--- src/rtl/core/mrs_pkg.sv ---
// ----------------------------------------------------------------------------
// mrs_pkg
// Shared sizes, command and status types of the maximal rectangle scanner.
// ----------------------------------------------------------------------------
package mrs_pkg;

  localparam int MAX_COLUMNS = 64;
  localparam int MAX_HEIGHT  = 1024;

  localparam int COL_W     = $clog2(MAX_COLUMNS);
  localparam int DEPTH_W   = $clog2(MAX_COLUMNS + 1);
  localparam int H_W       = $clog2(MAX_HEIGHT + 1);
  localparam int STK_W     = COL_W + H_W;
  localparam int CFG_W     = 7;
  localparam int RECT_W_W  = 7;
  localparam int RECT_H_W  = 11;
  localparam int ROW_RESET = 64;

  typedef struct packed {
    logic accept;
    logic rd_height;
    logic calc;
    logic rd_below;
    logic push;
    logic pop;
    logic done;
  } mrs_cmd_t;

  typedef struct packed {
    logic pop_needed;
    logic row_end;
    logic flushing;
    logic out_free;
  } mrs_status_t;

endpackage

--- src/rtl/core/mrs_ram.sv ---
// ----------------------------------------------------------------------------
// mrs_ram
// Generic single write port, single read port RAM with registered read.
// ----------------------------------------------------------------------------
module mrs_ram #(
  parameter int WIDTH = 8,
  parameter int DEPTH = 64
) (
  input  logic                     clk,
  input  logic                     we,
  input  logic [$clog2(DEPTH)-1:0] waddr,
  input  logic [WIDTH-1:0]         wdata,
  input  logic                     re,
  input  logic [$clog2(DEPTH)-1:0] raddr,
  output logic [WIDTH-1:0]         rdata
);

  logic [WIDTH-1:0] mem [DEPTH];

  always_ff @(posedge clk) begin
    if (we) begin
      mem[waddr] <= wdata;
    end
    if (re) begin
      rdata <= mem[raddr];
    end
  end

endmodule

--- src/rtl/core/mrs_ctrl.sv ---
// ----------------------------------------------------------------------------
// mrs_ctrl
// Sequencer: height read and update, stack pops, push and end of row flush.
// ----------------------------------------------------------------------------
module mrs_ctrl (
  input  logic                clk,
  input  logic                rst,
  input  logic                in_valid,
  output logic                in_stall,
  input  mrs_pkg::mrs_status_t status,
  output mrs_pkg::mrs_cmd_t    cmd
);

  import mrs_pkg::*;

  typedef enum logic [4:0] {
    S_IDLE  = 5'b00001,
    S_READ  = 5'b00010,
    S_CALC  = 5'b00100,
    S_CHECK = 5'b01000,
    S_POP   = 5'b10000
  } state_t;

  state_t state, state_next;

  always_ff @(posedge clk) begin
    if (rst) begin
      state <= S_IDLE;
    end else begin
      state <= state_next;
    end
  end

  assign in_stall = (state != S_IDLE);

  always_comb begin
    state_next = state;
    cmd        = '0;
    case (state)
      S_IDLE: begin
        if (in_valid) begin
          cmd.accept = 1'b1;
          state_next = S_READ;
        end
      end
      S_READ: begin
        cmd.rd_height = 1'b1;
        state_next    = S_CALC;
      end
      S_CALC: begin
        cmd.calc   = 1'b1;
        state_next = S_CHECK;
      end
      S_CHECK: begin
        if (status.pop_needed) begin
          cmd.rd_below = 1'b1;
          state_next   = S_POP;
        end else if (!status.flushing) begin
          cmd.push = 1'b1;
          if (!status.row_end) begin
            cmd.done   = 1'b1;
            state_next = S_IDLE;
          end
        end else begin
          cmd.done   = 1'b1;
          state_next = S_IDLE;
        end
      end
      S_POP: begin
        if (status.out_free) begin
          cmd.pop    = 1'b1;
          state_next = S_CHECK;
        end
      end
      default: begin
        state_next = S_IDLE;
      end
    endcase
  end

endmodule

--- src/rtl/core/mrs_datapath.sv ---
// ----------------------------------------------------------------------------
// mrs_datapath
// Column heights, position stack, row position and result register.
// ----------------------------------------------------------------------------
module mrs_datapath (
  input  logic                            clk,
  input  logic                            rst,
  input  mrs_pkg::mrs_cmd_t               cmd,
  output mrs_pkg::mrs_status_t            status,
  input  logic                            cell_open,
  input  logic                            map_start,
  input  logic                            cfg_write,
  input  logic [mrs_pkg::CFG_W-1:0]       cfg_row_length,
  output logic                            out_valid,
  input  logic                            out_stall,
  output logic [mrs_pkg::RECT_W_W-1:0]    rect_width,
  output logic [mrs_pkg::RECT_H_W-1:0]    rect_height,
  output logic                            last_of_run
);

  import mrs_pkg::*;

  logic [CFG_W-1:0]       row_len;
  logic [CFG_W-1:0]       len;
  logic [COL_W-1:0]       col;
  logic                   first_row;
  logic                   flushing;
  logic [DEPTH_W-1:0]     depth;
  logic                   cell_q;
  logic [H_W-1:0]         h_cur;
  logic [H_W-1:0]         top_h;
  logic [MAX_COLUMNS-1:0] hvalid;

  logic [H_W-1:0]         h_rd;
  logic [H_W-1:0]         h_old;
  logic [H_W-1:0]         h_next;
  logic [STK_W-1:0]       s_rd;
  logic [COL_W-1:0]       below_pos;
  logic [H_W-1:0]         below_h;
  logic [DEPTH_W-1:0]     pos;
  logic [DEPTH_W-1:0]     width;
  logic                   row_end;
  logic                   push_ok;
  logic                   pop_last;

  always_comb begin
    if (row_len == '0) begin
      len = CFG_W'(1);
    end else if (CFG_W'(MAX_COLUMNS) < row_len) begin
      len = CFG_W'(MAX_COLUMNS);
    end else begin
      len = row_len;
    end
  end

  assign row_end = (CFG_W'(col) + CFG_W'(1)) >= len;

  assign h_old = hvalid[col] ? h_rd : '0;

  always_comb begin
    if (!cell_q) begin
      h_next = '0;
    end else if (first_row) begin
      h_next = H_W'(1);
    end else if (h_old < H_W'(MAX_HEIGHT)) begin
      h_next = h_old + H_W'(1);
    end else begin
      h_next = H_W'(MAX_HEIGHT);
    end
  end

  mrs_ram #(
    .WIDTH (H_W),
    .DEPTH (MAX_COLUMNS)
  ) u_height_ram (
    .clk   (clk),
    .we    (cmd.calc),
    .waddr (col),
    .wdata (h_next),
    .re    (cmd.rd_height),
    .raddr (col),
    .rdata (h_rd)
  );

  assign push_ok = cmd.push && (depth < DEPTH_W'(MAX_COLUMNS));

  mrs_ram #(
    .WIDTH (STK_W),
    .DEPTH (MAX_COLUMNS)
  ) u_stack_ram (
    .clk   (clk),
    .we    (push_ok),
    .waddr (depth[COL_W-1:0]),
    .wdata ({col, h_cur}),
    .re    (cmd.rd_below),
    .raddr (depth[COL_W-1:0] - COL_W'(2)),
    .rdata (s_rd)
  );

  assign below_pos = s_rd[STK_W-1:H_W];
  assign below_h   = s_rd[H_W-1:0];

  assign pos   = flushing ? (DEPTH_W'(col) + DEPTH_W'(1)) : DEPTH_W'(col);
  assign width = (depth == DEPTH_W'(1)) ? pos
               : (pos - DEPTH_W'(below_pos) - DEPTH_W'(1));

  assign pop_last = flushing ? (depth == DEPTH_W'(1))
                  : (!((depth > DEPTH_W'(1)) && (below_h > h_cur)) && !row_end);

  assign status.pop_needed = (depth != '0) && (flushing || (top_h > h_cur));
  assign status.row_end    = row_end;
  assign status.flushing   = flushing;
  assign status.out_free   = !out_valid || !out_stall;

  always_ff @(posedge clk) begin
    if (rst) begin
      row_len   <= CFG_W'(ROW_RESET);
      col       <= '0;
      first_row <= 1'b1;
      flushing  <= 1'b0;
      depth     <= '0;
      hvalid    <= '0;
      out_valid <= 1'b0;
    end else begin
      if (cfg_write) begin
        row_len <= cfg_row_length;
      end
      if (cmd.accept && map_start) begin
        hvalid    <= '0;
        depth     <= '0;
        col       <= '0;
        first_row <= 1'b1;
      end
      if (cmd.calc) begin
        hvalid[col] <= 1'b1;
      end
      if (push_ok) begin
        depth <= depth + DEPTH_W'(1);
      end
      if (cmd.push && row_end) begin
        flushing <= 1'b1;
      end
      if (cmd.pop) begin
        depth     <= depth - DEPTH_W'(1);
        out_valid <= 1'b1;
      end else if (out_valid && !out_stall) begin
        out_valid <= 1'b0;
      end
      if (cmd.done) begin
        flushing <= 1'b0;
        if (row_end) begin
          col       <= '0;
          first_row <= 1'b0;
        end else begin
          col <= col + COL_W'(1);
        end
      end
    end
  end

  always_ff @(posedge clk) begin
    if (cmd.accept) begin
      cell_q <= cell_open;
    end
    if (cmd.calc) begin
      h_cur <= h_next;
    end
    if (push_ok) begin
      top_h <= h_cur;
    end
    if (cmd.pop) begin
      top_h       <= below_h;
      rect_width  <= RECT_W_W'(width);
      rect_height <= RECT_H_W'(top_h);
      last_of_run <= pop_last;
    end
  end

endmodule

--- src/rtl/core/maximal_rectangle_scan_core.sv ---
// ----------------------------------------------------------------------------
// maximal_rectangle_scan_core
// Histogram stack scanner that emits candidate rectangles of an occupancy map.
//
// Input channel (in_valid / in_stall) takes one map cell per transaction,
// cell_open and map_start, in row order. Output channel (out_valid / out_stall)
// gives rect_width, rect_height and last_of_run per transaction; a cell may
// give none or up to one rectangle per column of the row. The user must write
// row_length over the cfg_valid / cfg_ready channel while idle; not enforced.
//
// An item is accepted, its column height is read and then updated, and the
// stack is checked; every rectangle it pops adds a stack read and a pop, and
// the last cell of a row adds a push before the end of row flush. The
// height memory and stack memory each have one registered read port, and the
// pop loop reads the stack entry below the top once per rectangle.
//
// Reset clears the column heights, the stack, the row position and sets
// row_length to 64; no clearing pass is needed. When the receiver stalls,
// the result register holds and the pop loop waits, so in_stall stays high
// until the item is done. A new cell is taken while a result waits.
// ----------------------------------------------------------------------------
module maximal_rectangle_scan_core (
  input  logic                          clk,
  input  logic                          rst,
  input  logic                          in_valid,
  output logic                          in_stall,
  input  logic                          cell_open,
  input  logic                          map_start,
  input  logic                          cfg_valid,
  output logic                          cfg_ready,
  input  logic [mrs_pkg::CFG_W-1:0]     row_length,
  output logic                          out_valid,
  input  logic                          out_stall,
  output logic [mrs_pkg::RECT_W_W-1:0]  rect_width,
  output logic [mrs_pkg::RECT_H_W-1:0]  rect_height,
  output logic                          last_of_run
);

  import mrs_pkg::*;

  mrs_cmd_t    cmd;
  mrs_status_t status;

  assign cfg_ready = 1'b1;

  mrs_ctrl u_ctrl (
    .clk      (clk),
    .rst      (rst),
    .in_valid (in_valid),
    .in_stall (in_stall),
    .status   (status),
    .cmd      (cmd)
  );

  mrs_datapath u_datapath (
    .clk            (clk),
    .rst            (rst),
    .cmd            (cmd),
    .status         (status),
    .cell_open      (cell_open),
    .map_start      (map_start),
    .cfg_write      (cfg_valid && cfg_ready),
    .cfg_row_length (row_length),
    .out_valid      (out_valid),
    .out_stall      (out_stall),
    .rect_width     (rect_width),
    .rect_height    (rect_height),
    .last_of_run    (last_of_run)
  );

endmodule

--- config.mk ---
export PLATFORM = sky130hd
export DESIGN_NAME = maximal_rectangle_scan_core
export DESIGN_NICKNAME = d
export VERILOG_FILES = /design/src/rtl/core/mrs_pkg.sv /design/src/rtl/core/mrs_ram.sv /design/src/rtl/core/mrs_ctrl.sv /design/src/rtl/core/mrs_datapath.sv /design/src/rtl/core/maximal_rectangle_scan_core.sv
export SDC_FILE = /design/constraint.sdc
export NUM_CORES = 2
export LEC_CHECK = 0
export BUFFER_PORTS_ARGS = -buffer_cell sky130_fd_sc_hd__buf_2
export CAP_MARGIN = 10
export CORE_ASPECT_RATIO = 1.5
export CORE_MARGIN = 2
export CORE_UTILIZATION = 58
export CTS_CLUSTER_SIZE = 8
export DETAILED_ROUTE_END_ITERATION = 7
export GPL_TIMING_DRIVEN = 1
export PLACE_DENSITY = 0.79
export SYNTH_ARGS = -nofsm -noshare
export SYNTH_HDL_FRONTEND = slang
export SYNTH_SLANG_ARGS = --single-unit
--- constraint.sdc ---
create_clock -name clk -period 8.7 [get_ports clk]
set_input_delay 0 -clock clk [delete_from_list [all_inputs] [get_ports clk]]
set_output_delay 0 -clock clk [all_outputs]
set_load 0.02 [all_outputs]
**Yosys cells after proc, flatten, opt, wreduce, memory -nomap -nowiden**

Memories as Yosys holds them, arrays and structs flattened. A register that Yosys moved wholly into a read port is not among the register bits.
Cells that the tools add are included.

- Memories kept: 2
- Logic and storage cells: 119
- Output and inout port bits: 22
- Bits of input ports: 14
- Bits in registers: 134
- Memory bits (writable): 1,792

Memory list:

| memory | depth | bits a word | read ports | clocked after memory_dff | wr ports | line | RTL |
|---|---|---|---|---|---|---|---|
| u_datapath.u_stack_ram.mem | 64 | 17 | 1 | 1 | 1 | mrs_ram.sv:18 | `logic [WIDTH-1:0] mem [DEPTH];` |
| u_datapath.u_height_ram.mem | 64 | 11 | 1 | 1 | 1 | mrs_ram.sv:18 |  |

- Equality and inequality tests: 10
- Magnitude comparators: 9
- Bitwise logic cells: 1
- Add/sub/neg operators: 8
- Reduce and logical (&&, ||, !) cells: 22
- Mux-type cells: 53

Operator list:

| cell | count |
|---|---|
| $mux W64 | 3 |
| $mux W11 | 6 |
| $or A64 B64 Y64 | 1 |
| $mux W7 | 7 |
| $mux W1 | 25 |
| $mux W5 | 5 |
| $pmux W5 S5 | 1 |
| $gt A11 B11 Y1 | 2 |
| $mux W6 | 3 |
| $sub A7 B1 Y7 const B | 2 |
| $add A11 B1 Y11 const B | 1 |
| $lt A11 B11 Y1 const B | 1 |
| $logic_and A1 B1 Y1 | 8 |
| $add A6 B1 Y7 const B | 1 |
| $add A7 B1 Y7 const B | 1 |
| $eq A7 B1 Y1 const B | 1 |
| $ge A7 B7 Y1 | 1 |
| $gt A7 B1 Y1 const B | 1 |
| $logic_not A7 Y1 | 1 |
| $lt A6 B7 Y1 const B | 1 |
| $lt A7 B7 Y1 const A | 1 |
| $lt A7 B7 Y1 const B | 1 |
| $reduce_bool A7 Y1 | 1 |
| $sub A7 B6 Y7 | 1 |
| 20 further kinds | 27 |

**Longest topological paths before layout**

- Word-level depth: 9
- Depth in mapped cells: 17
- Gate-level depth less buffers: 12

**Cells and area by module**

From an unflattened synthesis, not the netlist that was laid out.

- Cells, all modules: 3,994
- Area total of the unflattened synthesis: 77,317.9 sq um

Modules (own cells, without submodules):

| module | area each (sq um) | seq. area each (sq um) | cells an instance | instances |
|---|---|---|---|---|
| mrs_ram at u_datapath.u_stack_ram | 42,514.5 | 33,181.8 | 1,953 | 1 |
| mrs_ram at u_datapath.u_height_ram | 27,596.5 | 21,470.6 | 1,279 | 1 |
| mrs_datapath | 6,866.6 | 3,002.9 | 719 | 1 |
| mrs_ctrl | 329.1 | 100.1 | 41 | 1 |
| maximal_rectangle_scan_core | 11.3 | 0.0 | 2 | 1 |

**Worst setup path before layout**

Ideal clock, no wire load.

- Kind: register to register
- From: register u_datapath.col[0]
- To: register u_datapath.h_cur[8], data pin
- Required time: 8.012 ns
- Cell stages (with the launch flop): 11
- Path buffers: 1
- Period minus slack after synthesis: 6.351 ns
- Setup time: 0.688 ns
- Arrival: 5.663 ns
- Slack: 2.349 ns
- Cells stage by stage: dfxtp_1 -> buf_6 -> mux4_2 -> a22oi_1 -> o22ai_1 -> nor4_4 -> nor2b_1 -> ha_1 -> and3_1 -> xnor2_1 -> nor3_1

- Word-level cells in the longest chain between the ends: 7
- Elaborated cells between the ends (all ways): 8
- Those cells by class: add/sub: 1; order compare: 1; mux: 6

Ends and longest elaborated chain:

| element | line | RTL |
|---|---|---|
| from (decl) | mrs_datapath.sv:25 | `logic [COL_W-1:0] col;` |
| from (signal assigned) | mrs_datapath.sv:155 | `col <= col + COL_W'(1);` |
| $bmux W1 S6 * | mrs_datapath.sv:58 | `assign h_old = hvalid[col] ? h_rd : '0;` |
| $mux W1 (not written as such) * | mrs_datapath.sv:58 |  |
| $mux W11 * | mrs_datapath.sv:58 |  |
| $add A11 B1 Y11 / $lt A11 B11 Y1 (equally long branches) | mrs_datapath.sv:66, mrs_datapath.sv:65 |  |
| $mux W11 * | mrs_datapath.sv:65 | `end else if (h_old < H_W'(MAX_HEIGHT)) begin` |
| $mux W11 * | mrs_datapath.sv:63 | `end else if (first_row) begin` |
| $mux W11 * | mrs_datapath.sv:61 | `if (!cell_q) begin` |
| named net u_datapath.h_next[8] | mrs_datapath.sv:36 | `logic [H_W-1:0] h_next;` |
| to (signal assigned) | mrs_datapath.sv:166 | `h_cur <= h_next;` |
| to (decl) | mrs_datapath.sv:30 | `logic [H_W-1:0] h_cur;` |

Mark *: on every way through the listed nets, which the timed path passes. The rest lies on a longest branch. The select of a mux whose other input is x is not followed.
A chain may end at the register's enable or synchronous reset.

**Worst setup path in the final report**

- From: register u_datapath.col[2]
- To: register u_datapath.col[0]

- Word-level cells in the longest chain between the ends: 7
- Elaborated cells between the ends (all ways): 9
- Those cells by class: add/sub: 1; order compare: 1; mux: 6; reduce/logical: 1

Ends and longest elaborated chain:

| element | line | RTL |
|---|---|---|
| $add A6 B1 Y7 * | mrs_datapath.sv:56 | `assign row_end = (CFG_W'(col) + CFG_W'(1)) >= len;` |
| $ge A7 B7 Y1 * | mrs_datapath.sv:56 |  |
| $mux W1 | mrs_ctrl.sv:60 | `if (!status.row_end) begin` |
| $mux W1 | mrs_ctrl.sv:58 | `end else if (!status.flushing) begin` |
| $mux W1 | mrs_ctrl.sv:55 | `if (status.pop_needed) begin` |
| $mux W1 | mrs_ctrl.sv:39 | `case (state)` |
| $mux W6 / $reduce_bool A2 Y1 (equally long branches) | -- |  |

Mark *: on every way between the ends. The rest lies on a longest branch, timed or not.

==> run metrics <==
area of the placeable core 0.131 mm^2; worst setup skew after layout 0.0408 ns; Post-Layout Cell Count 6,141; depth of the CTS H-tree 5; crit-path max cell delay 0.92 ns; pin count of the biggest net entering global routing 168; proportion of power drawn by flip-flops and latches 50.1%; Synth Area in Adders 0.762%; dominant combinational cell family by area after synthesis multiplexers; area growth from synthesis to final layout 14.6%; sequential cell area fraction in the yosys report 75.4%; Total Negative Setup Slacks 0 ns; Boundary Pins 36; setup slack after layout 3.56 ns; mux cell area share after synthesis 13.0%; data required time of the critical path 9.51 ns; die outline width 301 um; vias per cell 6.91; diodes inserted 0; standard-cell row count 163; final hold vios 0; Remaining DRCs 0; number of slew-limit violations in the final report 0; TritonCTS Buffers 294; number of enable flip-flop cells after synthesis 1,862; post-cts sizing count 0; number of buffer and inverter instances along the worst setup path 2; clk_lat worst skew 0.91 ns; net switching power 3.91 mW; length of the first detailed-routing pass in iterations 8; Simple-Gate Fraction of Synth Area 3.34%; cell type group with the largest total delay on the critical path compound AO/OA/AOI/OAI gates; global placer's final weighted congestion 0.965; worst hold slack 0.234 ns; wire length per cell after detailed routing 34.7 um; net count after synthesis 4,068; transition time at the pin with the least slew margin 1.29 ns; GRT Resource Usage Total 31.9%; Synth cell types 82; CP arrival 5.95 ns; share of synthesized flip-flops with an asynchronous set or reset 0%; VDD IR max 0.254 mV; total of max-cap violations 0; Post-Syn Area 0.0766 mm^2; beginning of the critical path u_datapath.col[2]$_SDFFE_PP0P_; proportion of layout cells with a drive suffix above 1 24.6%; global-route wire length before repair 304 mm; Port Buffers 34; Final Critical Period 5.14 ns; Initial DRC Count 6,043; critical path peak fanout 65; CTS sink count 1,954; share of the cycle needed by the critical path after routing 59.1%; Clock Path Buffers 4; die outline area 0.135 mm^2; worst slack after detailed placement 3.66 ns; Worst Setup End Kind flop; antenna violations before repair 4; Setup Crit Path Kind reg -> reg; Hold Crit Class in -> reg; setup repair bufs after CTS 0; Leak Pwr 28.3 nW; Nets 4,388; HPWL reported at the end of detailed placement 116 mm; clock-pin slew on the worst setup and hold paths 0.05 ns; kind of start point of the critical path flop; post-route total power 20.3 mW; Worst path most repeated cell nand2_1; status finished, final reports clean; post-synthesis compound-gate area fraction 5.42%; Worst R2R Path Depth 11; top achievable clock speed 194 MHz; worst flop-to-flop path startpoint u_datapath.col[2]$_SDFFE_PP0P_; switching part of the total power 19.2%; share of power burned in the clock network 48.9%; Internal Dissipation 16.4 mW; total power density per cell area 232 mW/mm^2; Comb power frac 1.0%; Clock Root Buffer clkbuf_16; slew margin rel. 13.8%; post-cts hold buffer count 36; Final Routed Wirelength 213 mm; post-synthesis instance total 4,008; top flip-flop cell by instance count after synthesis edfxtp_1; chip height 449 um; final setup violation count 0; number of antenna-violating nets in the routed design 0; flop-to-flop setup slack 3.56 ns; list of cells traversed by the critical path buf_4, buf_4, nand3_1, nand2_1, nand2_1, ha_1, nand4_1, o21bai_1, nand2_1, a221oi_1, mux2_2; xor/xnor cell area share of the yosys netlist 0.229%; grt total ovfl 0; stages on the worst setup path 11; Synth warnings 0; Initial Utilization 58.3%; cell at the slowest stage of the critical path a221oi_1; count of vias placed by the detailed router 42.5k; capture point of the critical path u_datapath.col[0]$_SDFFE_PP0P_; flip-flop and latch count after synthesis 1,954; number of global-route vias before repair 43.6k; unrepaired setup endpoints after global routing false; critical register-to-register path endpoint u_datapath.col[0]$_SDFFE_PP0P_; dpl cells 5,727; Post-Syn Area per Cell 19.1 um^2; clock tree from TritonCTS built
[power groups by stage]
| stage | clock, mW | combinational [mW] | sequential (mW) |
|---|---|---|---|
| 4_1_cts | 10.0 | 0.192 | 10.2 |
| 5_1_grt | 10.4 | 0.202 | 10.2 |
| 2_1_floorplan | 0 | 0.109 | 10.4 |
| 3_3_place_gp | 0 | 0.173 | 10.4 |
| 3_5_place_dp | 0 | 0.175 | 10.4 |
| 6_report | 9.93 | 0.197 | 10.2 |
[registers in the layout (all words and copies together) (netlist names)]
name                           count
u_datapath.last_of_run             1
u_datapath.hvalid                 64
u_datapath.col                     6
u_ctrl.state                       5
u_datapath.rect_height            11
u_datapath.out_valid               1
u_datapath.u_height_ram.rdata     11
u_datapath.u_stack_ram.mem      1088
u_datapath.first_row               1
u_datapath.cell_q                  1
u_datapath.h_cur                  11
u_datapath.top_h                  11
u_datapath.u_height_ram.mem      704
u_datapath.row_len                 7
u_datapath.rect_width              7
u_datapath.depth                   7
u_datapath.u_stack_ram.rdata      17
u_datapath.flushing                1
[routing by layer]
metal	global-route usage (%)	share of wire, %
met3	6.71	9.7
met1	37.2	32
met5	0	0.015
met2	52.9	50
met4	21.9	8.0
[Yosys cell counts, types with 28 or more instances]
cell type	instances	area (um^2)
nand2_1	134	503
ha_1	45	563
nor2_1	271	1020
mux2_2	61	687
mux2i_1	87	871
a21oi_1	190	951
clkbuf_1	93	349
buf_2	71	355
inv_1	35	131
o21ai_0	91	455
a221oi_1	62	543
a22oi_1	101	758
mux4_2	369	8310
dfxtp_1	92	1840
edfxtp_1	1862	55900
nand3_1	28	140
nor2b_1	31	194
[logic make-up (layout without fill, tap and decap cells)]
| logic type | after synthesis | after routing |
|---|---|---|
| buffers and inverters | 275 | 676 |
| adder cells (fa/ha/maj) | 46 | 46 |
| flip-flops | 1954 | 1954 |
| other | 1 | 1 |
| multiplexers | 520 | 520 |
| AND/OR/NAND/NOR | 571 | 571 |
| AO/OA/AOI/OAI | 621 | 621 |
| XOR/XNOR | 20 | 20 |
[worst min-delay path by stage]
stage                     depth (start not counted)          start  slack [ns]                            endpoint
after floorplan                                   0      cell_open         0.1         u_datapath.cell_q$_DFFE_PP_
after global placement                            3  row_length[6]        0.23  u_datapath.row_len[6]$_SDFFE_PP1P_
after detailed placement                          3  row_length[2]        0.25  u_datapath.row_len[2]$_SDFFE_PP0P_
after CTS                                         4       in_valid        0.14         u_datapath.cell_q$_DFFE_PP_
after global routing                              4       in_valid        0.20         u_datapath.cell_q$_DFFE_PP_
final                                             4       in_valid        0.23         u_datapath.cell_q$_DFFE_PP_
[cell usage in the layout, fill, tap and decap left out, types with 18 or more instances in the layout]
cell           netlist  routed
a211oi_1            27      27
a21oi_1            190     189
a221oi_1            62      62
a22o_1              18      18
a22oi_1            101     101
buf_2               71      33
buf_4               25     184
clkbuf_1            93      68
clkbuf_16            0     301
dfxtp_1             92      84
dlygate4sd3_1        0      36
edfxtp_1          1862    1862
ha_1                45      44
inv_1               35      34
mux2_2              61      61
mux2i_1             87      87
mux4_2             369     369
nand2_1            134     134
nand3_1             28      28
nor2_1             271     201
nor2_2               1      69
nor2b_1             31      25
o21ai_0             91      90
o22ai_1             20      20
[metrics by stage]
step | utilization (%) | cell area (um^2)
6_report | 66.8 | 87700
5_1_grt | 66.8 | 87700
4_1_cts | 66.8 | 87700
3_5_place_dp | 60.5 | 79500
3_3_place_gp | 60.5 | 79500
2_1_floorplan | - | 76600
[worst register-to-register path, cell delays in order, from the launching register on]
cell      delay (ns)
dfxtp_4         0.77
buf_4           0.65
buf_4           0.76
nand3_1         0.23
nand2_1         0.14
nand2_1         0.08
ha_1            0.29
nand4_1         0.09
o21bai_1        0.61
nand2_1         0.17
a221oi_1        0.92
mux2_2          0.37
[final cells by class]
class                      count  area, um^2
fill                        8109       43600
multi-input combinational   1779       17700
inverter                      38         143
timing repair buffer         261        2060
clock inverter                 8        83.8
sequential                  1954       57800
tap                         1732        2170
clock buffer                 369        7790
Note: power is estimated with default switching activity, not from simulation.
